===== src/rtl/bmmd_pkg.sv =====
// ----------------------------------------------------------------------------
// bmmd_pkg
// Shared constants and types for the bus memory map decoder: access kinds,
// fixed addresses, window bases, read-select codes and the decode struct.
// ----------------------------------------------------------------------------
package bmmd_pkg;

   // access kinds carried in the mode field
   localparam logic [1:0] MODE_BYTE_RD = 2'd0;
   localparam logic [1:0] MODE_WORD_RD = 2'd1;
   localparam logic [1:0] MODE_BYTE_WR = 2'd2;
   localparam logic [1:0] MODE_WORD_WR = 2'd3;

   // configuration register indexes
   localparam logic [1:0] REG_DIP_ONE = 2'd0;
   localparam logic [1:0] REG_DIP_TWO = 2'd1;
   localparam logic [1:0] REG_SERVICE = 2'd2;

   localparam logic [7:0]  DIP_ONE_RESET = 8'hFE;
   localparam logic [7:0]  DIP_TWO_RESET = 8'hFF;
   localparam logic [15:0] SERVICE_RESET = 16'h0000;

   // exact-match addresses
   localparam logic [31:0] ADDR_DIP_ONE   = 32'h0039_0009;
   localparam logic [31:0] ADDR_DIP_TWO   = 32'h0039_000B;
   localparam logic [31:0] ADDR_LATCH_3E1 = 32'h003E_0001;
   localparam logic [31:0] ADDR_LATCH_3E3 = 32'h003E_0003;
   localparam logic [31:0] ADDR_SERVICE   = 32'h0005_FF9E;
   localparam logic [31:0] ADDR_LATCH_3C0 = 32'h003C_0000;
   localparam logic [31:0] ADDR_LATCH_C50 = 32'h00C5_0000;
   localparam logic [31:0] ADDR_LATCH_D01 = 32'h00D0_1BFE;
   localparam logic [31:0] ADDR_LATCH_350 = 32'h0035_0008;
   localparam logic [31:0] ADDR_LATCH_380 = 32'h0038_0000;

   // ram windows, each aligned to its own size
   localparam int NUM_WIN = 6;
   localparam int WIN_MAIN = 0;
   localparam int WIN_WORK = 1;
   localparam int WIN_TXT_A = 2;
   localparam int WIN_TXT_B = 3;
   localparam int WIN_TXT_C = 4;
   localparam int WIN_TXT_D = 5;

   localparam logic [31:0] BASE_MAIN  = 32'h0020_0000;
   localparam logic [31:0] BASE_WORK  = 32'h0010_C000;
   localparam logic [31:0] BASE_TXT_A = 32'h00C0_0000;
   localparam logic [31:0] BASE_TXT_B = 32'h00C0_8000;
   localparam logic [31:0] BASE_TXT_C = 32'h00C0_4000;
   localparam logic [31:0] BASE_TXT_D = 32'h00C0_C000;

   // word-index widths of the windows (8192, 2048 and 4096 words)
   localparam int AW_MAIN = 13;
   localparam int AW_TXT_AB = 11;
   localparam int AW_TXT_CD = 12;

   // clearing pass covers the deepest window
   localparam int CLR_CNT_WIDTH = AW_MAIN;

   // read-select codes
   localparam logic [2:0] RD_ZERO    = 3'd0;
   localparam logic [2:0] RD_DIP_ONE = 3'd1;
   localparam logic [2:0] RD_DIP_TWO = 3'd2;
   localparam logic [2:0] RD_LATCH_B = 3'd3;
   localparam logic [2:0] RD_SERVICE = 3'd4;
   localparam logic [2:0] RD_LATCH_W = 3'd5;
   localparam logic [2:0] RD_WINDOW  = 3'd6;

   typedef struct packed {
      logic [2:0]         rd_sel;
      logic [NUM_WIN-1:0] win_hit;
      logic               win_wr_hi;
      logic               win_wr_lo;
      logic               latch_b_we;
      logic               latch_w_we;
      logic               byte_acc;
      logic               odd;
   } dec_type;

endpackage


===== src/rtl/bmmd_decode.sv =====
// ----------------------------------------------------------------------------
// bmmd_decode
// Address decode: exact-match registers and latches first, then the six
// word ram windows, qualified by the access kind.
// ----------------------------------------------------------------------------
module bmmd_decode (
   input  logic [1:0]       mode,
   input  logic [31:0]      address,
   output bmmd_pkg::dec_type dec
);

   logic [bmmd_pkg::NUM_WIN-1:0] win_hit;
   logic                         any_win;

   // windows never overlap, so each compare stands alone
   assign win_hit[bmmd_pkg::WIN_MAIN]  = address[31:14] == bmmd_pkg::BASE_MAIN[31:14];
   assign win_hit[bmmd_pkg::WIN_WORK]  = address[31:14] == bmmd_pkg::BASE_WORK[31:14];
   assign win_hit[bmmd_pkg::WIN_TXT_A] = address[31:12] == bmmd_pkg::BASE_TXT_A[31:12];
   assign win_hit[bmmd_pkg::WIN_TXT_B] = address[31:12] == bmmd_pkg::BASE_TXT_B[31:12];
   assign win_hit[bmmd_pkg::WIN_TXT_C] = address[31:13] == bmmd_pkg::BASE_TXT_C[31:13];
   assign win_hit[bmmd_pkg::WIN_TXT_D] = address[31:13] == bmmd_pkg::BASE_TXT_D[31:13];
   assign any_win = |win_hit;

   always_comb begin
      dec            = '0;
      dec.win_hit    = win_hit;
      dec.byte_acc   = ~mode[0];
      dec.odd        = address[0];
      dec.rd_sel     = bmmd_pkg::RD_ZERO;
      unique case (mode)
         bmmd_pkg::MODE_BYTE_RD: begin
            priority if (address == bmmd_pkg::ADDR_DIP_ONE) begin
               dec.rd_sel = bmmd_pkg::RD_DIP_ONE;
            end else if (address == bmmd_pkg::ADDR_DIP_TWO) begin
               dec.rd_sel = bmmd_pkg::RD_DIP_TWO;
            end else if (address == bmmd_pkg::ADDR_LATCH_3E3) begin
               dec.rd_sel = bmmd_pkg::RD_LATCH_B;
            end else if (any_win) begin
               dec.rd_sel = bmmd_pkg::RD_WINDOW;
            end else begin
               dec.rd_sel = bmmd_pkg::RD_ZERO;
            end
         end
         bmmd_pkg::MODE_WORD_RD: begin
            priority if (address == bmmd_pkg::ADDR_SERVICE) begin
               dec.rd_sel = bmmd_pkg::RD_SERVICE;
            end else if (address == bmmd_pkg::ADDR_LATCH_3C0) begin
               dec.rd_sel = bmmd_pkg::RD_LATCH_W;
            end else if (any_win) begin
               dec.rd_sel = bmmd_pkg::RD_WINDOW;
            end else begin
               dec.rd_sel = bmmd_pkg::RD_ZERO;
            end
         end
         bmmd_pkg::MODE_BYTE_WR: begin
            // write-only latch at 3e0001 has no readback, the beat is absorbed
            priority if (address == bmmd_pkg::ADDR_LATCH_3E1) begin
               dec.latch_b_we = 1'b0;
            end else if (address == bmmd_pkg::ADDR_LATCH_3E3) begin
               dec.latch_b_we = 1'b1;
            end else begin
               dec.win_wr_hi = ~address[0];
               dec.win_wr_lo = address[0];
            end
         end
         bmmd_pkg::MODE_WORD_WR: begin
            // write-only latches: absorbed, nothing can read them back
            priority if (address == bmmd_pkg::ADDR_LATCH_C50 ||
                          address == bmmd_pkg::ADDR_LATCH_D01 ||
                          address == bmmd_pkg::ADDR_LATCH_350 ||
                          address == bmmd_pkg::ADDR_LATCH_380) begin
               dec.latch_w_we = 1'b0;
            end else if (address == bmmd_pkg::ADDR_LATCH_3C0) begin
               dec.latch_w_we = 1'b1;
            end else begin
               dec.win_wr_hi = 1'b1;
               dec.win_wr_lo = 1'b1;
            end
         end
         default: begin
            dec.rd_sel = bmmd_pkg::RD_ZERO;
         end
      endcase
   end

endmodule


===== config.mk =====
export PLATFORM = sky130hd
export DESIGN_NAME = bmmd_decode
export DESIGN_NICKNAME = d
export VERILOG_FILES = /design/src/rtl/bmmd_pkg.sv /design/src/rtl/bmmd_decode.sv
export SDC_FILE = /design/constraint.sdc
export NUM_CORES = 1
export LEC_CHECK = 0
export ABC_AREA = 1
export BUFFER_PORTS_ARGS = -buffer_cell sky130_fd_sc_hd__buf_2
export CELL_PAD_IN_SITES_DETAIL_PLACEMENT = 0
export CELL_PAD_IN_SITES_GLOBAL_PLACEMENT = 1
export CORE_MARGIN = 2
export CORE_UTILIZATION = 31
export DETAILED_ROUTE_END_ITERATION = 10
export PLACE_DENSITY_LB_ADDON = 0.1
export SLEW_MARGIN = 5
export SYNTH_ARGS = -nofsm -noshare
export SYNTH_HDL_FRONTEND = slang
export SYNTH_SLANG_ARGS = --single-unit
export TNS_END_PERCENT = 10

===== constraint.sdc =====
create_clock -name vclk -period 2
set_clock_uncertainty 0.2 [all_clocks]
set_input_delay 0.2 -clock vclk [all_inputs]
set_output_delay 0.2 -clock vclk [all_outputs]
set_load 0.01 [all_outputs]

==> results of run 1 <==
## synthesized netlist by cell type, types with 2 or more instances
master / count / share of area [%]
inv_1: 39 / 15
inv_2: 2 / 0.78
nand2_1: 72 / 28
nand2_2: 2 / 1.3
nand3_1: 16 / 8.4
nand3b_1: 2 / 1.6
nand4_1: 6 / 3.9
nor2_1: 52 / 20
nor2_2: 5 / 3.3
nor2_4: 4 / 4.7
nor3_1: 8 / 4.2
## final timing paths
kind	startpoint	endpoint	slack (ns)	cells past startpoint
worst min-delay path	mode[0]	dec[1]	0.48	3
worst max-delay path	address[28]	dec[13]	0.17	10
## layout make-up
class	count	area, sq um
Fill cell	403	1757
Inverter	42	157.7
Tap cell	33	41.29
Timing Repair Buffer	49	245.2
Multi-Input combinational cell	173	802.0
## cell usage in the layout, fill, tap and decap left out
cell and n:
nand3b_1 2, nand4_1 6, nand2_2 3, nand2_4 1, inv_2 2, nand3_2 1, nor2_1 49, inv_1 39
nand2_1 71, nand3_1 16, nor2_4 4, o211ai_2 1, nor3_1 8, clkinv_1 1, buf_2 49, nand3_4 1
nor2_2 8, a21boi_0 1, or2_0 1
## where the power goes
group	total [mW]	switching, mW	internal, mW	leakage [nW]
clock network	0	0	0	0
logic	0.139	0.0863	0.0530	0.800
registers	0	0	0	0
## logic make-up (layout without fill, tap and decap cells)
group	Yosys count	count (layout)	share of synthesized area, %
and+or+nand+nor	171	171	80.65
AOI/OAI and AO/OA	2	2	2.092
buffers and inverters	43	91	17.26
## metrics by stage
step	util [%]	std cells	instance area [sq um]	setup slack (ns)
2_1_floorplan	-	216	957.2	0.5163
3_3_place_gp	41.17	297	1236	0.1655
3_5_place_dp	41.17	297	1236	0.1768
4_1_cts	41.17	297	1236	0.1647
5_1_grt	41.50	297	1246	0.01139
6_report	41.50	297	1246	0.1721
## routing by layer
layer  up-vias  GRT usage, %  part of all wire (%)
li1        752             -                     -
met1       530         24.68                    53
met2        25         26.22                    43
met3         2        0.2183                   2.9
met4         0         1.270                  0.84
met5         -             0                     0
## what timing repair did
| item | 4_1_cts | 5_1_grt |
|---|---|---|
| setup buffers | 0 | 0 |
| gates resized for setup | 0 | 4 |
| setup endpoints to repair | 0 | 2 |
==> reports/qor.txt, run 1 <==
area grow syn2layout -> 30.20%
DR WL/cell -> 9.165 um
share of layout cells above drive strength 1 -> 26.52%
syn avg cell area -> 4.431 sq um
WL final -> 2.722 mm
RD Place Congestion -> 0.8459
CP cell instances -> buf_2, nor2_1, nand2_1, nor2_4, nand3_2, clkinv_1, o211ai_2, or2_0, nand2_1, buf_2
Ports -> 49
DR DRC count -> 0
Pleak -> 0.8001 nW
Post-DP HPWL -> 2.508 mm
max cap viols -> 0
critical path fanouts, max -> 4
Syn. warnings -> 0
gr ovfl total -> 0
First-pass DRT Iterations -> 4
Worst EP arrival -> 1.43 ns
antenna violations before repair -> 0
IO buf count -> 49
slew margin rel. -> 71.50%
critical path's slowest cell -> or2_0
Max VDD drop -> 52.73 uV
f_max -> 547.1 MHz
cells after synthesis -> 216
Final period util -> 91.39%
Worst Tran Pin Value -> 0.4242 ns
pin count of the biggest net entering global routing -> 8
# diodes -> 0
Core Area -> 0.003003 sq mm
cts hold-fix bufs -> 0
vertical die dimension -> 59.57 um
syn_nets -> 250
number of global-route vias before repair -> 1099
Setup crit end kind -> output pin
WS Path Type -> input pin to output pin
Initial Utilization -> 31.87%
CP startpoint kind -> input pin
fin nets -> 300
Mapped Area -> 957.2 sq um
final hold vios -> 0
Cell variety after synth -> 19
HP Class -> input pin to output pin
outcome -> finished clean
clock buffers -> 0
Pwr Total -> 139.3 uW
Largest delay share family, worst path -> simple AND/OR/NAND/NOR gates
WP buf/inv -> 3
initial DRC count -> 39
Worst path max stage delay -> 0.21 ns
FF/Latch Area -> 0 sq um
setup TNS -> 0 ns
pwr dens -> 111.8 mW/mm^2
Setup Viol. Count Final -> 0
first-pass GRT wire length -> 4.602 mm
GRT Util Overall -> 16.14%
DR vias/cell -> 4.407
Die W -> 59.57 um
Hold WS -> 0.4826 ns
Slew Viols, Final -> 0
num sequential -> 0
antenna viol nets, final -> 0
Final min period -> 1.828 ns
Data required, critical path -> 1.60 ns
RSZ-0062 raised after global routing -> false
Seq/Total Area, Yosys -> 0%
row count -> 20
Vias -> 1309
full die area -> 0.003548 sq mm
Note: power is estimated with default switching activity, not from simulation.
==> run 2: changes to the inputs <==
--- a/config.mk
+++ b/config.mk
@@ -9,6 +9,7 @@
 export BUFFER_PORTS_ARGS = -buffer_cell sky130_fd_sc_hd__buf_2
 export CELL_PAD_IN_SITES_DETAIL_PLACEMENT = 0
 export CELL_PAD_IN_SITES_GLOBAL_PLACEMENT = 1
+export CORE_ASPECT_RATIO = 1.2
 export CORE_MARGIN = 2
 export CORE_UTILIZATION = 31
 export DETAILED_ROUTE_END_ITERATION = 10
==> run 2 against run 1 <==
Effect of this change: non-clock buffer count increased by 1; die area about the same; sequential share of layout area unchanged; count of clock-buffer cells in the layout is the same; via count rose by 3.4%; critical path depth is 1 higher; critical endpoint is now dec[14]; design area up 0.30%; power rose by 0.51%; highest routed layer is now met3.
==> reports/qor.txt, run 2 (synthesis gave the netlist of run 1 again) <==
outcome -> finished clean (unchanged)
GRT Util Overall -> 16.95% (was 16.14%)
clock buffers -> 0 (unchanged)
combinational share of power -> 100.0% (about the same)
Worst EP arrival -> 1.41 ns (was 1.43 ns)
Worst path max stage delay -> 0.20 ns (was 0.21 ns)
pin count of the biggest net entering global routing -> 8 (unchanged)
fin area -> 0.001250 sq mm (was 0.001246 sq mm)
Pleak -> 0.8046 nW (was 0.8001 nW)
number of global-route vias before repair -> 1204 (was 1099)
Setup Viol. Count Final -> 0 (unchanged)
fin nets -> 301 (was 300)
Die W -> 54.73 um (was 59.57 um)
Worst path most repeated cell -> nand2_1
full die area -> 0.003550 sq mm (was 0.003548 sq mm)
multi-input combinational cell area -> 794.5 sq um (was 802.0 sq um)
vertical die dimension -> 64.87 um (was 59.57 um)
num sequential -> 0 (unchanged)
slew margin rel. -> 72.81% (was 71.50%)
CP startpoint kind -> input pin (unchanged)
Setup crit end kind -> output pin (unchanged)
commonest non-fill, non-tap cell in the layout -> nand2_1 (unchanged)
RD Place Congestion -> 0.8174 (was 0.8459)
first-pass GRT wire length -> 4.747 mm (was 4.602 mm)
Post-DP HPWL -> 2.587 mm (was 2.508 mm)
switching share of power -> 61.65% (was 61.93%)
area grow syn2layout -> 30.59% (was 30.20%)
Psw -> 86.33 uW (was 86.28 uW)
Data required, critical path -> 1.60 ns (about the same)
Largest delay share family, worst path -> simple AND/OR/NAND/NOR gates (unchanged)
Max VDD drop -> 65.10 uV (was 52.73 uV)
First-pass DRT Iterations -> 4 (unchanged)
Final min period -> 1.810 ns (was 1.828 ns)
Worst Tran Pin Value -> 0.4048 ns (was 0.4242 ns)
pwr dens -> 112.0 mW/mm^2 (was 111.8 mW/mm^2)
setup TNS -> 0 ns (unchanged)
DR vias/cell -> 4.498 (was 4.407)
antenna violations before repair -> 0 (unchanged)
# diodes -> 0 (unchanged)
f_max -> 552.4 MHz (was 547.1 MHz)
WL final -> 2.818 mm (was 2.722 mm)
sequential share of power -> 0% (about the same)
CTS resizes -> 0 (unchanged)
Vias -> 1354 (was 1309)
Final period util -> 90.51% (was 91.39%)
DR WL/cell -> 9.362 um (was 9.165 um)
HP Class -> input pin to output pin (unchanged)
antenna viol nets, final -> 0 (unchanged)
Filler cells -> 389 (was 403)
cts hold-fix bufs -> 0 (unchanged)
WS Path Type -> input pin to output pin (unchanged)
CP cell instances -> buf_2, nor2_2, nand2_1, nor2_1, nand3_1, nand2_1, nor2_1, nand2_1, nand3_1, nand2_1, buf_2 (was buf_2, nor2_1, nand2_1, nor2_4, nand3_2, clkinv_1, o211ai_2, or2_0, nand2_1, buf_2)
GR Util met3 -> 0.4608% (was 0.2183%)
critical path's slowest cell -> nor2_2 (was or2_0)
initial DRC count -> 17 (was 39)
DR DRC count -> 0 (unchanged)
met1 usage -> 21.11% (was 24.68%)
Slew Viols, Final -> 0 (unchanged)
Ports -> 49 (unchanged)
M2 GR Usage -> 32.44% (was 26.22%)
gr ovfl total -> 0 (unchanged)
Placed Instance Area -> 0.001247 sq mm (was 0.001236 sq mm)
WP buf/inv -> 2 (was 3)
IO buf count -> 49 (unchanged)
final hold vios -> 0 (unchanged)
commonest non-fill, non-tap cells in the layout -> nand2_1 (72), nor2_1 (51), buf_2 (49) (was nand2_1 (71), nor2_1 (49), buf_2 (49))
Core Area -> 0.003000 sq mm (was 0.003003 sq mm)
busiest grt layer -> met2 (unchanged)
# Post-CTS Setup Buffers -> 0 (unchanged)
Initial Utilization -> 31.90% (was 31.87%)
Clk pwr share -> 0% (about the same)
row count -> 22 (was 20)
Internal Power -> 53.69 uW (was 53.03 uW)
max cap viols -> 0 (unchanged)
share of layout cells above drive strength 1 -> 25.66% (was 26.52%)
RSZ-0062 raised after global routing -> false (unchanged)
critical path fanouts, max -> 4 (unchanged)
FF/Latch Area -> 0 sq um (unchanged)
run 2: cell count changes in the layout (fill, tap and decap cells not counted):
cell,change
nor2_1,+2
nor2_2,-2
buf_4,+1
nand2_1,+1
nand2_2,-1
run 2: area by class of cell:
type,count,area share [%]
timing repair buffer,50,20.22
tap,36,3.604
multi-input combinational,173,63.56
inverter,42,12.61
run 2: stage by stage:
step           instances  power, mW  utilization (%)  setup slack (ns)  hold slack (ns)
6_report             301     0.1400            41.66            0.1897           0.4840
5_1_grt              301     0.1603            41.66           0.02198           0.5052
4_1_cts              301     0.1409            41.58            0.1802           0.4849
3_5_place_dp         301     0.1404            41.58            0.1931           0.4844
3_3_place_gp         301     0.1407            41.58            0.1566           0.4884
2_1_floorplan        216    0.07129                -            0.5163           0.2583
run 2: layer usage:
metal / up-vias / wire length, um
li1: 750 / -
met3: 0 / 112
met4: 0 / 0
met5: - / 0
met1: 578 / 1262
met2: 26 / 1444
run 2: path summary, 6_finish.rpt:
path	startpoint	to	slack, ns	cells past startpoint
hold / removal	mode[0]	dec[1]	0.48	3
setup / recovery	address[31]	dec[14]	0.19	11
run 2: power groups by stage:
stage	clock [mW]	sequential [mW]	combinational, mW
after floorplan	0	0	0.0713
after global placement	0	0	0.141
after detailed placement	0	0	0.140
after CTS	0	0	0.141
after global routing	0	0	0.160
final	0	0	0.140
==> run 3: changes to the inputs <==
--- a/config.mk
+++ b/config.mk
@@ -14,6 +14,7 @@
 export CORE_UTILIZATION = 31
 export DETAILED_ROUTE_END_ITERATION = 10
 export PLACE_DENSITY_LB_ADDON = 0.1
+export REMOVE_ABC_BUFFERS = 1
 export SLEW_MARGIN = 5
 export SYNTH_ARGS = -nofsm -noshare
 export SYNTH_HDL_FRONTEND = slang
==> run 3 against run 2 <==
Effect of this change: flip-flop and latch count unchanged; largest power group unchanged; wire length down 0.39%; critical endpoint unchanged; critical path type unchanged; via count down 0.44%.
==> reports/qor.txt, run 3 (synthesis gave the netlist of run 1 again) <==
outcome -> finished clean (unchanged)
DR vias/cell -> 4.478 (was 4.498)
Setup crit end kind -> output pin (unchanged)
Core Area -> 0.003000 sq mm (unchanged)
vertical die dimension -> 64.87 um (unchanged)
Final min period -> 1.793 ns (was 1.810 ns)
row count -> 22 (unchanged)
fin nets -> 301 (unchanged)
Pwr Total -> 139.0 uW (was 140.0 uW)
hold-critical path depth -> 3 (unchanged)
cts hold-fix bufs -> 0 (unchanged)
commonest non-fill, non-tap cells in the layout -> nand2_1 (72), nor2_1 (52), buf_2 (49) (was nand2_1 (72), nor2_1 (51), buf_2 (49))
Filler cells -> 389 (unchanged)
IO buf count -> 49 (unchanged)
First-pass DRT Iterations -> 4 (unchanged)
Post-DP HPWL -> 2.579 mm (was 2.587 mm)
FF/Latch Area -> 0 sq um (unchanged)
WL final -> 2.807 mm (was 2.818 mm)
Hold EP -> dec[1] (unchanged)
antenna viol nets, final -> 0 (unchanged)
Max VDD drop -> 58.13 uV (was 65.10 uV)
first-pass GRT wire length -> 4.685 mm (was 4.747 mm)
WS Path Type -> input pin to output pin (unchanged)
RD Place Congestion -> 0.8446 (was 0.8174)
commonest non-fill, non-tap cell in the layout -> nand2_1 (unchanged)
Ports -> 49 (unchanged)
full die area -> 0.003550 sq mm (unchanged)
max cap viols -> 0 (unchanged)
setup TNS -> 0 ns (unchanged)
# diodes -> 0 (unchanged)
pwr dens -> 111.4 mW/mm^2 (was 112.0 mW/mm^2)
num sequential -> 0 (unchanged)
# Post-CTS Setup Buffers -> 0 (unchanged)
pin count of the biggest net entering global routing -> 8 (unchanged)
DR WL/cell -> 9.326 um (was 9.362 um)
gr ovfl total -> 0 (unchanged)
fin cells -> 301 (unchanged)
Worst EP arrival -> 1.39 ns (was 1.41 ns)
initial DRC count -> 9 (was 17)
Data required, critical path -> 1.60 ns (about the same)
final hold vios -> 0 (unchanged)
Worst Tran Pin Value -> 0.4281 ns (was 0.4048 ns)
CP startpoint kind -> input pin (unchanged)
Setup Viol. Count Final -> 0 (unchanged)
Placed Instances -> 301 (unchanged)
RSZ-0062 raised after global routing -> false (unchanged)
Slew Viols, Final -> 0 (unchanged)
Vias -> 1348 (was 1354)
CTS resizes -> 0 (unchanged)
Die W -> 54.73 um (unchanged)
number of global-route vias before repair -> 1223 (was 1204)
HP Class -> input pin to output pin (unchanged)
Initial Utilization -> 31.90% (unchanged)
Worst Hold Launch -> mode[0] (unchanged)
Hold WS -> 0.4838 ns (was 0.4840 ns)
DR DRC count -> 0 (unchanged)
GRT Util Overall -> 16.86% (was 16.95%)
share of layout cells above drive strength 1 -> 25.28% (was 25.66%)
f_max -> 557.7 MHz (was 552.4 MHz)
clock buffers -> 0 (unchanged)
Pleak -> 0.8047 nW (was 0.8046 nW)
final core utilization -> 41.58% (was 41.66%)
slew margin rel. -> 71.24% (was 72.81%)
critical path fanouts, max -> 6 (was 4)
Final period util -> 89.65% (was 90.51%)
antenna violations before repair -> 0 (unchanged)
area grow syn2layout -> 30.33% (was 30.59%)
run 3: cell counts in the layout (fill, tap and decap cells not counted):
Identical to the previous run, type by type.
run 3: worst max path at each step:
stage               slack (ns)  depth (start not counted)      end        start
finish                    0.21                         11  dec[14]  address[18]
global route              0.01                         10   dec[5]  address[31]
CTS                       0.21                         11  dec[13]   address[9]
detailed placement        0.21                         11  dec[13]   address[9]
global placement          0.19                         11  dec[14]  address[18]
floorplan                 0.52                          8  dec[13]   address[9]
run 3: metrics by stage:
step	setup slack, ns	area [sq um]
6_report	0.2070	1247
5_1_grt	0.01375	1247
4_1_cts	0.2116	1247
3_5_place_dp	0.2137	1247
3_3_place_gp	0.1871	1247
2_1_floorplan	0.5163	949.7
run 3: area by class of cell:
cell class | instances | area (sq um) | area share (%)
repair buffers | 50 | 252.7 | 20.26
multi-input cells | 173 | 792.0 | 63.49
well taps | 36 | 45.04 | 3.611
inverters | 42 | 157.7 | 12.64
run 3: per-layer routing:
| metal | vias up | global-route usage [%] | wire (um) |
|---|---|---|---|
| met4 | 0 | 2.813 | 43 |
| li1 | 750 | - | - |
| met1 | 559 | 20.28 | 1265 |
| met2 | 35 | 31.55 | 1354 |
| met3 | 4 | 0.9217 | 143 |
| met5 | - | 0 | 0 |
run 3: where the power goes:
part	internal, mW	total [mW]	leakage [nW]	switching, mW
logic	0.0537	0.139	0.805	0.0853
registers	0	0	0	0
clock network	0	0	0	0
total	0.0537	0.139	0.805	0.0853
run 3: critical path: stages:
cell	delay (ns)
buf_2	0.13
nor2_1	0.17
nand2_1	0.12
nor2_1	0.16
nand3_1	0.11
nand2_1	0.09
nor2_1	0.07
nand2_1	0.08
nand3_1	0.07
nand2_1	0.07
buf_2	0.12
